$ cat config.mk
export PLATFORM = sky130hd
export DESIGN_NAME = batch_index_and_texture_slot_assembler_top
export DESIGN_NICKNAME = d
export VERILOG_FILES = /design/src/rtl/bitsa_pkg.sv /design/src/rtl/bitsa_ram.sv /design/src/rtl/bitsa_front.sv /design/src/rtl/bitsa_cmdq.sv /design/src/rtl/bitsa_back.sv /design/src/rtl/batch_index_and_texture_slot_assembler_top.sv
export SDC_FILE = /design/constraint.sdc
export NUM_CORES = 1
export LEC_CHECK = 0
export BUFFER_PORTS_ARGS = -buffer_cell sky130_fd_sc_hd__buf_4
export CORE_MARGIN = 1
export CORE_UTILIZATION = 55
export CTS_CLUSTER_DIAMETER = 120
export DETAILED_ROUTE_END_ITERATION = 6
export PLACE_DENSITY = 0.72
export SYNTH_ARGS = -nofsm -noshare
export SYNTH_HDL_FRONTEND = slang
export SYNTH_SLANG_ARGS = --single-unit
$ cat constraint.sdc
create_clock -name clk -period 12.2 [get_ports clk]
set_input_delay 2.44 -clock clk [delete_from_list [all_inputs] [get_ports clk]]
set_output_delay 2.44 -clock clk [all_outputs]
set_load 0.01 [all_outputs]
$ cat src/rtl/bitsa_pkg.sv
// Package for the batch index and texture slot assembler.
// Holds the shared constants, codes and the front-to-back command word type.
// No dependencies.
`default_nettype none

package bitsa_pkg;

  localparam int TEXTURE_SLOTS     = 32;
  localparam int MAX_VERTICES      = 4096;
  localparam int MAX_TRI_INDICES   = 16384;
  localparam int MAX_LINES         = 2048;
  localparam int MAX_POINTS        = 4096;
  localparam int MAX_PRIM_VERTICES = 32;

  localparam int TEX_W   = 16;
  localparam int TID_W   = 17;
  localparam int VC_W    = 6;
  localparam int IDX_W   = 12;
  localparam int SLOT_W  = 6;
  localparam int VTX_W   = 13;
  localparam int TRI_W   = 15;
  localparam int LIN_W   = 13;
  localparam int PNT_W   = 13;
  localparam int NTRI_W  = 5;
  localparam int CAP_W   = 18;
  localparam int SLOT_AW = $clog2(TEXTURE_SLOTS);
  localparam int BC_W    = $clog2(TEXTURE_SLOTS + 1);

  localparam logic signed [SLOT_W-1:0] SLOT_NONE = '1;

  typedef enum logic {
    OP_STORE = 1'b0,
    OP_FLUSH = 1'b1
  } opcode_t;

  typedef enum logic [1:0] {
    KIND_TRI   = 2'd0,
    KIND_LINE  = 2'd1,
    KIND_POINT = 2'd2,
    KIND_FLUSH = 2'd3
  } kind_t;

  typedef enum logic [1:0] {
    ERR_OK        = 2'd0,
    ERR_SHORT_FAN = 2'd1,
    ERR_TEX_FULL  = 2'd2,
    ERR_CAPACITY  = 2'd3
  } err_t;

  typedef enum logic [1:0] {
    FS_IDLE,
    FS_CHECK,
    FS_SEARCH,
    FS_PUSH
  } front_state_t;

  // One decoded primitive or flush, as handed from front to back
  typedef struct packed {
    kind_t                     kind;
    err_t                      err;
    logic [NTRI_W-1:0]         ntri;
    logic [VTX_W-1:0]          base;
    logic signed [SLOT_W-1:0]  slot;
    logic [TRI_W-1:0]          tris;
    logic [LIN_W-1:0]          lin;
    logic [PNT_W-1:0]          pnt;
  } cmd_t;

endpackage

`default_nettype wire

$ cat src/rtl/bitsa_ram.sv
// Generic single-write, single-read RAM with registered read data.
// No dependencies.
`default_nettype none

module bitsa_ram #(
  parameter int WIDTH = 16,
  parameter int DEPTH = 32
) (
  input  wire logic                     clk,
  input  wire logic                     we,
  input  wire logic [$clog2(DEPTH)-1:0] waddr,
  input  wire logic [WIDTH-1:0]         wdata,
  input  wire logic [$clog2(DEPTH)-1:0] raddr,
  output logic      [WIDTH-1:0]         rdata
);

  logic [WIDTH-1:0] mem [DEPTH];

  always_ff @(posedge clk) begin
    if (we) begin
      mem[waddr] <= wdata;
    end
    rdata <= mem[raddr];
  end

endmodule

`default_nettype wire

$ cat src/rtl/bitsa_front.sv
// Front end: takes input words, checks limits, looks up the texture table,
// updates the batch counters and issues one command word per input.
// Depends on bitsa_pkg and bitsa_ram.
`default_nettype none

module bitsa_front import bitsa_pkg::*; (
  input  wire logic                    clk,
  input  wire logic                    rst_n,
  input  wire logic                    in_push,
  output logic                         in_full,
  input  wire logic                    in_opcode,
  input  wire logic [1:0]              in_prim_kind,
  input  wire logic [VC_W-1:0]         in_vertex_count,
  input  wire logic signed [TID_W-1:0] in_texture_id,
  output logic                         cmd_push,
  output cmd_t                         cmd,
  input  wire logic                    cmd_full
);

  front_state_t             state_r, state_nxt;
  opcode_t                  op_r, op_nxt;
  kind_t                    kind_r, kind_nxt;
  logic [VC_W-1:0]          vc_r, vc_nxt;
  logic                     untex_r, untex_nxt;
  logic [TEX_W-1:0]         tex_r, tex_nxt;

  logic [BC_W-1:0]          bcount_r, bcount_nxt;
  logic [VTX_W-1:0]         vtx_r, vtx_nxt;
  logic [TRI_W-1:0]         tri_r, tri_nxt;
  logic [LIN_W-1:0]         lin_r, lin_nxt;
  logic [PNT_W-1:0]         pnt_r, pnt_nxt;

  err_t                     err_r, err_nxt;
  logic signed [SLOT_W-1:0] slot_r, slot_nxt;
  logic                     append_r, append_nxt;
  logic [SLOT_AW-1:0]       cmp_idx_r, cmp_idx_nxt;

  logic [SLOT_AW-1:0]       ram_raddr;
  logic [TEX_W-1:0]         ram_rdata;
  logic                     ram_we;

  logic [CAP_W-1:0]         vc_ext, ntri_ext;
  logic                     over_cap;
  logic                     last_entry;

  bitsa_ram #(
    .WIDTH (TEX_W),
    .DEPTH (TEXTURE_SLOTS)
  ) u_tex_ram (
    .clk   (clk),
    .we    (ram_we),
    .waddr (bcount_r[SLOT_AW-1:0]),
    .wdata (tex_r),
    .raddr (ram_raddr),
    .rdata (ram_rdata)
  );

  assign vc_ext   = CAP_W'(vc_r);
  assign ntri_ext = vc_ext - CAP_W'(2);

  assign over_cap =
      (vc_ext > CAP_W'(MAX_PRIM_VERTICES)) ||
      (CAP_W'(vtx_r) + vc_ext > CAP_W'(MAX_VERTICES)) ||
      ((kind_r == KIND_TRI) &&
       (CAP_W'(tri_r) + (ntri_ext << 1) + ntri_ext > CAP_W'(MAX_TRI_INDICES))) ||
      ((kind_r == KIND_LINE) &&
       (CAP_W'(lin_r) + CAP_W'(2) > CAP_W'(2 * MAX_LINES))) ||
      ((kind_r == KIND_POINT) &&
       (CAP_W'(pnt_r) + CAP_W'(1) > CAP_W'(MAX_POINTS)));

  // ram_rdata holds the entry at cmp_idx_r while searching
  assign last_entry = (BC_W'(cmp_idx_r) + BC_W'(1)) == bcount_r;

  always_comb begin
    state_nxt   = state_r;
    op_nxt      = op_r;
    kind_nxt    = kind_r;
    vc_nxt      = vc_r;
    untex_nxt   = untex_r;
    tex_nxt     = tex_r;
    bcount_nxt  = bcount_r;
    vtx_nxt     = vtx_r;
    tri_nxt     = tri_r;
    lin_nxt     = lin_r;
    pnt_nxt     = pnt_r;
    err_nxt     = err_r;
    slot_nxt    = slot_r;
    append_nxt  = append_r;
    cmp_idx_nxt = cmp_idx_r;
    ram_raddr   = cmp_idx_r;
    ram_we      = 1'b0;
    cmd_push    = 1'b0;
    in_full     = 1'b1;

    cmd.kind = (op_r == OP_FLUSH) ? KIND_FLUSH : kind_r;
    cmd.err  = err_r;
    cmd.ntri = NTRI_W'(vc_r - VC_W'(2));
    cmd.base = vtx_r;
    cmd.slot = slot_r;
    cmd.tris = (op_r == OP_FLUSH) ? tri_r : '0;
    cmd.lin  = (op_r == OP_FLUSH) ? lin_r : '0;
    cmd.pnt  = (op_r == OP_FLUSH) ? pnt_r : '0;

    unique case (state_r)
      FS_IDLE: begin
        in_full = 1'b0;
        if (in_push) begin
          op_nxt    = opcode_t'(in_opcode);
          // kind three is handled as a point
          kind_nxt  = (in_prim_kind == 2'd3) ? KIND_POINT : kind_t'(in_prim_kind);
          vc_nxt    = in_vertex_count;
          untex_nxt = in_texture_id[TID_W-1];
          tex_nxt   = in_texture_id[TEX_W-1:0];
          state_nxt = FS_CHECK;
        end
      end

      FS_CHECK: begin
        err_nxt    = ERR_OK;
        slot_nxt   = SLOT_NONE;
        append_nxt = 1'b0;
        ram_raddr  = '0;
        cmp_idx_nxt = '0;
        state_nxt  = FS_PUSH;
        if (op_r == OP_STORE) begin
          if (kind_r == KIND_TRI && vc_r < VC_W'(3)) begin
            err_nxt = ERR_SHORT_FAN;
          end else if (over_cap) begin
            err_nxt = ERR_CAPACITY;
          end else if (!untex_r) begin
            if (bcount_r == '0) begin
              append_nxt = 1'b1;
              slot_nxt   = '0;
            end else begin
              state_nxt = FS_SEARCH;
            end
          end
        end
      end

      FS_SEARCH: begin
        if (ram_rdata == tex_r) begin
          slot_nxt  = SLOT_W'(cmp_idx_r);
          state_nxt = FS_PUSH;
        end else if (last_entry) begin
          state_nxt = FS_PUSH;
          if (bcount_r >= BC_W'(TEXTURE_SLOTS)) begin
            err_nxt = ERR_TEX_FULL;
          end else begin
            append_nxt = 1'b1;
            slot_nxt   = SLOT_W'(bcount_r);
          end
        end else begin
          ram_raddr   = cmp_idx_r + SLOT_AW'(1);
          cmp_idx_nxt = cmp_idx_r + SLOT_AW'(1);
        end
      end

      FS_PUSH: begin
        if (!cmd_full) begin
          cmd_push  = 1'b1;
          state_nxt = FS_IDLE;
          if (op_r == OP_FLUSH) begin
            bcount_nxt = '0;
            vtx_nxt    = '0;
            tri_nxt    = '0;
            lin_nxt    = '0;
            pnt_nxt    = '0;
          end else if (err_r == ERR_OK) begin
            if (append_r) begin
              ram_we     = 1'b1;
              bcount_nxt = bcount_r + BC_W'(1);
            end
            vtx_nxt = vtx_r + VTX_W'(vc_r);
            case (kind_r)
              KIND_TRI:  tri_nxt = tri_r + TRI_W'(ntri_ext) + TRI_W'(ntri_ext << 1);
              KIND_LINE: lin_nxt = lin_r + LIN_W'(2);
              default:   pnt_nxt = pnt_r + PNT_W'(1);
            endcase
          end
        end
      end

      default: state_nxt = FS_IDLE;
    endcase
  end

  always_ff @(posedge clk) begin
    if (!rst_n) begin
      state_r  <= FS_IDLE;
      bcount_r <= '0;
      vtx_r    <= '0;
      tri_r    <= '0;
      lin_r    <= '0;
      pnt_r    <= '0;
    end else begin
      state_r  <= state_nxt;
      bcount_r <= bcount_nxt;
      vtx_r    <= vtx_nxt;
      tri_r    <= tri_nxt;
      lin_r    <= lin_nxt;
      pnt_r    <= pnt_nxt;
    end
  end

  always_ff @(posedge clk) begin
    op_r      <= op_nxt;
    kind_r    <= kind_nxt;
    vc_r      <= vc_nxt;
    untex_r   <= untex_nxt;
    tex_r     <= tex_nxt;
    err_r     <= err_nxt;
    slot_r    <= slot_nxt;
    append_r  <= append_nxt;
    cmp_idx_r <= cmp_idx_nxt;
  end

endmodule

`default_nettype wire

$ cat src/rtl/bitsa_cmdq.sv
// Two-entry command queue between front and back ends.
// Depends on bitsa_pkg.
`default_nettype none

module bitsa_cmdq import bitsa_pkg::*; (
  input  wire logic clk,
  input  wire logic rst_n,
  input  wire logic push,
  input  wire cmd_t wr_cmd,
  output logic      full,
  input  wire logic pop,
  output cmd_t      rd_cmd,
  output logic      empty
);

  cmd_t       ent_r [2];
  logic       wptr_r, wptr_nxt;
  logic       rptr_r, rptr_nxt;
  logic [1:0] cnt_r, cnt_nxt;
  logic       do_push, do_pop;

  assign full    = (cnt_r == 2'd2);
  assign empty   = (cnt_r == 2'd0);
  assign rd_cmd  = ent_r[rptr_r];
  assign do_push = push && !full;
  assign do_pop  = pop && !empty;

  always_comb begin
    wptr_nxt = wptr_r ^ do_push;
    rptr_nxt = rptr_r ^ do_pop;
    cnt_nxt  = cnt_r + 2'(do_push) - 2'(do_pop);
  end

  always_ff @(posedge clk) begin
    if (!rst_n) begin
      wptr_r <= 1'b0;
      rptr_r <= 1'b0;
      cnt_r  <= 2'd0;
    end else begin
      wptr_r <= wptr_nxt;
      rptr_r <= rptr_nxt;
      cnt_r  <= cnt_nxt;
    end
  end

  always_ff @(posedge clk) begin
    if (do_push) begin
      ent_r[wptr_r] <= wr_cmd;
    end
  end

endmodule

`default_nettype wire

$ cat src/rtl/bitsa_back.sv
// Back end: expands each command word into result words, loaded into the
// output register one per cycle while that register is empty or popped.
// Depends on bitsa_pkg.
`default_nettype none

module bitsa_back import bitsa_pkg::*; (
  input  wire logic                 clk,
  input  wire logic                 rst_n,
  input  wire cmd_t                 cmd,
  input  wire logic                 cmd_empty,
  output logic                      cmd_pop,
  output logic                      empty,
  input  wire logic                 pop,
  output logic [1:0]                out_kind,
  output logic [IDX_W-1:0]          out_index_a,
  output logic [IDX_W-1:0]          out_index_b,
  output logic [IDX_W-1:0]          out_index_c,
  output logic signed [SLOT_W-1:0]  out_tex_slot,
  output logic [VTX_W-1:0]          out_vertex_base,
  output logic [TRI_W-1:0]          out_tri_indices,
  output logic [LIN_W-1:0]          out_line_indices,
  output logic [PNT_W-1:0]          out_point_indices,
  output logic [1:0]                out_error,
  output logic                      out_last
);

  logic                     valid_r, valid_nxt;
  logic [NTRI_W-1:0]        t_r, t_nxt;
  logic                     load;
  logic                     res_last;
  logic [IDX_W-1:0]         res_a, res_b, res_c;
  logic [NTRI_W-1:0]        t_inc;
  logic [VTX_W-1:0]         b_sum, c_sum;

  logic [1:0]               kind_r;
  logic [IDX_W-1:0]         a_r, b_r, c_r;
  logic signed [SLOT_W-1:0] slot_r;
  logic [VTX_W-1:0]         base_r;
  logic [TRI_W-1:0]         tri_r;
  logic [LIN_W-1:0]         lin_r;
  logic [PNT_W-1:0]         pnt_r;
  logic [1:0]               err_r;
  logic                     last_r;

  assign empty   = !valid_r;
  assign load    = !cmd_empty && (!valid_r || pop);
  assign t_inc   = t_r + NTRI_W'(1);
  assign b_sum   = cmd.base + VTX_W'(t_inc);
  assign c_sum   = b_sum + VTX_W'(1);
  assign cmd_pop = load && res_last;

  always_comb begin
    res_a    = '0;
    res_b    = '0;
    res_c    = '0;
    res_last = 1'b1;
    if (cmd.err == ERR_OK) begin
      case (cmd.kind)
        KIND_TRI: begin
          res_a    = cmd.base[IDX_W-1:0];
          res_b    = b_sum[IDX_W-1:0];
          res_c    = c_sum[IDX_W-1:0];
          res_last = (t_inc == cmd.ntri);
        end
        KIND_LINE: begin
          res_a = cmd.base[IDX_W-1:0];
          res_b = IDX_W'(cmd.base + VTX_W'(1));
        end
        KIND_POINT: res_a = cmd.base[IDX_W-1:0];
        default: ;
      endcase
    end
  end

  always_comb begin
    valid_nxt = valid_r;
    t_nxt     = t_r;
    if (load) begin
      valid_nxt = 1'b1;
      t_nxt     = res_last ? '0 : t_inc;
    end else if (pop) begin
      valid_nxt = 1'b0;
    end
  end

  always_ff @(posedge clk) begin
    if (!rst_n) begin
      valid_r <= 1'b0;
      t_r     <= '0;
    end else begin
      valid_r <= valid_nxt;
      t_r     <= t_nxt;
    end
  end

  always_ff @(posedge clk) begin
    if (load) begin
      kind_r <= cmd.kind;
      a_r    <= res_a;
      b_r    <= res_b;
      c_r    <= res_c;
      slot_r <= cmd.slot;
      base_r <= cmd.base;
      tri_r  <= cmd.tris;
      lin_r  <= cmd.lin;
      pnt_r  <= cmd.pnt;
      err_r  <= cmd.err;
      last_r <= res_last;
    end
  end

  assign out_kind          = kind_r;
  assign out_index_a       = a_r;
  assign out_index_b       = b_r;
  assign out_index_c       = c_r;
  assign out_tex_slot      = slot_r;
  assign out_vertex_base   = base_r;
  assign out_tri_indices   = tri_r;
  assign out_line_indices  = lin_r;
  assign out_point_indices = pnt_r;
  assign out_error         = err_r;
  assign out_last          = last_r;

endmodule

`default_nettype wire

$ cat src/rtl/batch_index_and_texture_slot_assembler_top.sv
// Top level of the batch index and texture slot assembler.
// Depends on bitsa_pkg, bitsa_front, bitsa_cmdq and bitsa_back.
//
//   channel  | handshake       | words
//   ---------+-----------------+--------------------------------------------
//   in_      | push / full     | opcode, prim_kind, vertex_count, texture_id
//   out_     | pop / empty     | kind, indices, slot, base, totals, error, last
//
// The front takes one input word at a time: it checks the word, scans the bound
// textures in the table RAM (up to 32) for a match, then pushes one command.
// The back emits one result per cycle while popped; a fan gives vertex_count-2.
// A two-entry command queue lets the front run ahead while results stall.
// Synchronous reset clears control and counters; the table needs no clearing.
`default_nettype none

module batch_index_and_texture_slot_assembler_top import bitsa_pkg::*; (
  input  wire logic                    clk,
  input  wire logic                    rst_n,
  input  wire logic                    push,
  output logic                         full,
  input  wire logic                    in_opcode,
  input  wire logic [1:0]              in_prim_kind,
  input  wire logic [VC_W-1:0]         in_vertex_count,
  input  wire logic signed [TID_W-1:0] in_texture_id,
  output logic                         empty,
  input  wire logic                    pop,
  output logic [1:0]                   out_kind,
  output logic [IDX_W-1:0]             out_index_a,
  output logic [IDX_W-1:0]             out_index_b,
  output logic [IDX_W-1:0]             out_index_c,
  output logic signed [SLOT_W-1:0]     out_tex_slot,
  output logic [VTX_W-1:0]             out_vertex_base,
  output logic [TRI_W-1:0]             out_tri_indices,
  output logic [LIN_W-1:0]             out_line_indices,
  output logic [PNT_W-1:0]             out_point_indices,
  output logic [1:0]                   out_error,
  output logic                         out_last
);

  logic cmd_push, cmd_full, cmd_pop, cmd_empty;
  cmd_t cmd_wr, cmd_rd;

  bitsa_front u_front (
    .clk             (clk),
    .rst_n           (rst_n),
    .in_push         (push),
    .in_full         (full),
    .in_opcode       (in_opcode),
    .in_prim_kind    (in_prim_kind),
    .in_vertex_count (in_vertex_count),
    .in_texture_id   (in_texture_id),
    .cmd_push        (cmd_push),
    .cmd             (cmd_wr),
    .cmd_full        (cmd_full)
  );

  bitsa_cmdq u_cmdq (
    .clk    (clk),
    .rst_n  (rst_n),
    .push   (cmd_push),
    .wr_cmd (cmd_wr),
    .full   (cmd_full),
    .pop    (cmd_pop),
    .rd_cmd (cmd_rd),
    .empty  (cmd_empty)
  );

  bitsa_back u_back (
    .clk               (clk),
    .rst_n             (rst_n),
    .cmd               (cmd_rd),
    .cmd_empty         (cmd_empty),
    .cmd_pop           (cmd_pop),
    .empty             (empty),
    .pop               (pop),
    .out_kind          (out_kind),
    .out_index_a       (out_index_a),
    .out_index_b       (out_index_b),
    .out_index_c       (out_index_c),
    .out_tex_slot      (out_tex_slot),
    .out_vertex_base   (out_vertex_base),
    .out_tri_indices   (out_tri_indices),
    .out_line_indices  (out_line_indices),
    .out_point_indices (out_point_indices),
    .out_error         (out_error),
    .out_last          (out_last)
  );

  a_cmdq_no_overflow: assert property (@(posedge clk) disable iff (!rst_n)
    cmd_push |-> !cmd_full)
    else $error("command pushed into full queue");

  a_cmdq_no_underflow: assert property (@(posedge clk) disable iff (!rst_n)
    cmd_pop |-> !cmd_empty)
    else $error("command popped from empty queue");

  a_front_busy_after_accept: assert property (@(posedge clk) disable iff (!rst_n)
    (push && !full) |=> full)
    else $error("front took a second word without processing the first");

  a_error_is_last: assert property (@(posedge clk) disable iff (!rst_n)
    (!empty && out_error != ERR_OK) |-> out_last)
    else $error("rejected word gave more than one result");

endmodule

`default_nettype wire
==> run metrics <==
library cells used by synthesis=82; Die X=261 um; drc violations=15; register area share after synthesis=68.8%; post-CTS setup buffers=0; cell count after synthesis=2806; Via density=6.03; most numerous cell in the Yosys netlist=edfxtp_1; worst path arrival time=6.93 ns; WL final=85000 um; layout cells sized above 1=14.5%; worst path required time=12.68 ns; CTS H-tree lvls=3; worst-path cell chain=xor2_1 -> nor4_1 -> and4_1 -> a31oi_1 -> mux2_2 -> a21boi_4 -> buf_4 -> inv_2 -> buf_4 -> and3_1 -> a311oi_1 -> o21ai_0 -> a31oi_1; vias=23300; final setup vio count=0; grt ovf=0; Post-CTS Resized=0; # Max-Cap Violations=0; Final Hold Viols=0; DR WL/cell=22.0 um; warnings from Yosys=0; CTS root buffer=clkbuf_16; Final Cycle Share=52.8%; CP max FO=71; RR Endpoint=u_front.u_tex_ram.rdata[12]; Hold-fix buffers, CTS=0; clock slew at reported path FFs=0.06 ns; Synth Flop Type=edfxtp_1; CP bufs+invs=3; largest net degree at the start of global routing=111; Hold EP=u_cmdq.ent_r[1][43]; syn avg cell area=13.1 um^2; Comb power frac=23.3%; PortBufs=131; crit path time final=6.44 ns; Max Slew Vio Count=0; gr usage total=24.8%; final net count=3012; filler instances=4842; Psw=2.60 mW; Post-synth top cells=edfxtp_1, nand2_1, nand3_1, nor2_1, dfxtp_1; die height=261 um; Post-synth EDFFs=783; clk_skew=0.0279 ns; failing checks=design-rule violations; fin cells=3866; CTS Buffer Depth=3; HPWL after DPL=50800 um; synthesized flop and latch total=876; DIE AREA=68100 um^2; io pins=133; CTS Buf Count=89; mapped cell area=36900 um^2; placer congestion estimate=0.870; Antenna Violating Nets Remaining=0; Ant. Diodes=0; Syn Nets=2893; kind of critical path=register to register; R2R cell count=13; switching share of power=30.0%; setup TNS=0 ns; Hold Path Class=register to register; Worst Setup Start Kind=register; reg-to-reg setup timing slack=5.76 ns; placed cells=3697; Max-slew headroom=9.72%; unrepaired setup endpoints after global routing=no; Synth area leader=edfxtp_1; CP endpoint kind=register; fmax=0.155 GHz; FP Rows=94; largest delay contributor family on the critical path=buffers and inverters; core area=66100 um^2; antenna violations before repair=0; hold path depth=0; P_int=6.06 mW; DRT iter0 DRCs=2417; RR Startpoint=u_front.tex_r[0]; Reg power frac=44.3%; min-delay src=u_front.slot_r[2]; share of the synthesized area in the top cell type=63.7%; largest cells by area after synthesis=edfxtp_1, dfxtp_1, nand2_1; Pwr Density=208 nW/um^2; Skew-Pair Late Insertion Delay=0.65 ns; TritonRoute pass-1 iters=7; FFs w/ async S/R, synth=0%; Worst Tran Pin Value=1.35 ns; clock share of power=32.3%; CTS sink cnt=876; slowest CP cell=edfxtp_1; CTS tree=built; Starting Density=55.8%; peak per-stage delay on the critical path=1.09 ns; peak supply drop=0.138 mV; status=finished, violations left; number of global-route vias before repair=22600; Leak Pwr=14.6 nW; synth-to-layout area growth=13.1%; first-pass GRT wire length=129000 um
==> logic make-up (layout without fill, tap and decap cells) <==
logic type / Yosys count / after routing / synth area share [%]
adder cells (fa/ha/maj): 57 / 57 / 2.03
AO/OA/AOI/OAI: 322 / 322 / 5.99
XOR/XNOR: 97 / 97 / 2.30
multiplexers: 157 / 157 / 4.98
other: 1 / 1 / 0.0102
flip-flops: 876 / 876 / 68.8
buffers and inverters: 219 / 415 / 2.62
AND/OR/NAND/NOR: 1077 / 1077 / 13.3
==> cells in the final DEF (no fill, tap or decap), drive strengths merged, types with 9 or more instances in the layout <==
cell	synthesis	final
a21o	13	13
a21oi	71	71
a22oi	22	22
a311oi	36	36
a31oi	43	43
a32o	16	16
and2	40	40
and3	53	53
buf	63	175
bufinv	0	12
clkbuf	84	117
clkinv	3	31
dfxtp	93	93
edfxtp	783	783
ha	52	52
inv	69	76
mux2	52	52
mux2i	89	89
mux4	16	16
nand2	453	453
nand3	211	211
nand3b	9	9
nand4	12	12
nor2	195	195
nor2b	11	11
nor3	29	29
nor4	16	16
o21ai	65	65
or4	10	10
xnor2	60	60
xor2	37	37
==> flip-flops by register name, indices dropped and copies added, names as in the netlist, 13 cells and up, named ones only <==
name,cells
u_front.tex_r,16
u_front.vtx_r,13
u_cmdq.ent_r,136
u_front.u_tex_ram.mem,512
u_back.out_point_indices,13
u_front.u_tex_ram.rdata,16
u_back.out_tri_indices,15
u_front.tri_r,15
u_front.pnt_r,13
u_back.out_vertex_base,13
==> worst max-delay path by stage <==
| stage | startpoint | end | slack [ns] | depth (start not counted) |
|---|---|---|---|---|
| after detailed placement | u_front.tex_r[0] | u_front.u_tex_ram.rdata[12] | 5.92 | 13 |
| after CTS | u_front.tex_r[0] | u_front.u_tex_ram.rdata[12] | 5.91 | 13 |
| final | u_front.tex_r[0] | u_front.u_tex_ram.rdata[12] | 5.76 | 13 |
| after floorplan | pop | u_cmdq.cnt_r[1] | 6.27 | 10 |
| after global placement | u_front.tex_r[0] | u_front.u_tex_ram.rdata[12] | 6.07 | 13 |
| after global routing | u_front.tex_r[0] | u_front.u_tex_ram.rdata[12] | 5.55 | 13 |
==> area by class of cell <==
type,count,area (um^2),area share (%)
clock buffers,117,2420,5.81
clock inverters,51,606,1.45
inverters,72,280,0.672
multi-input cells,1711,10600,25.5
flip-flops and latches,876,25400,60.8
well taps,864,1080,2.59
repair buffers,175,1330,3.20
==> worst register-to-register path: cells and delay by family (launching register included) <==
kind,cells,cell delay [ns]
buf+inv,3,1.79
simple gates,3,1.58
compound gates,5,1.20
flops,1,1.09
mux,1,0.35
xor+xnor,1,0.28
==> metrics by stage <==
stage	instance area [um^2]	worst slack (ns)	util (%)	hold WS [ns]	power (mW)
after detailed placement	38700	5.92	58.5	0.432	5.92
after global placement	38700	6.07	58.5	0.424	5.85
final	41700	5.76	63.1	0.447	8.66
after CTS	41700	5.91	63.1	0.447	8.70
after floorplan	36900	6.27	-	0.421	5.30
after global routing	41700	5.55	63.1	0.455	9.01
==> routing by layer <==
metal / track usage (%) / part of all wire, % / vias up
met5: 0 / 0 / -
li1: - / - / 10600
met1: 32.3 / 39 / 11500
met4: 10.1 / 3.8 / 0
met2: 42.2 / 50 / 1057
met3: 3.47 / 7.1 / 207
==> power by group through the flow <==
stage / sequential, mW / combinational, mW / clock, mW
finish: 3.84 / 2.02 / 2.80
global route: 3.86 / 2.21 / 2.95
CTS: 3.84 / 2.03 / 2.83
detailed placement: 3.90 / 2.02 / 0
global placement: 3.89 / 1.96 / 0
floorplan: 3.91 / 1.39 / 0
Note: power is estimated with default switching activity, not from simulation.
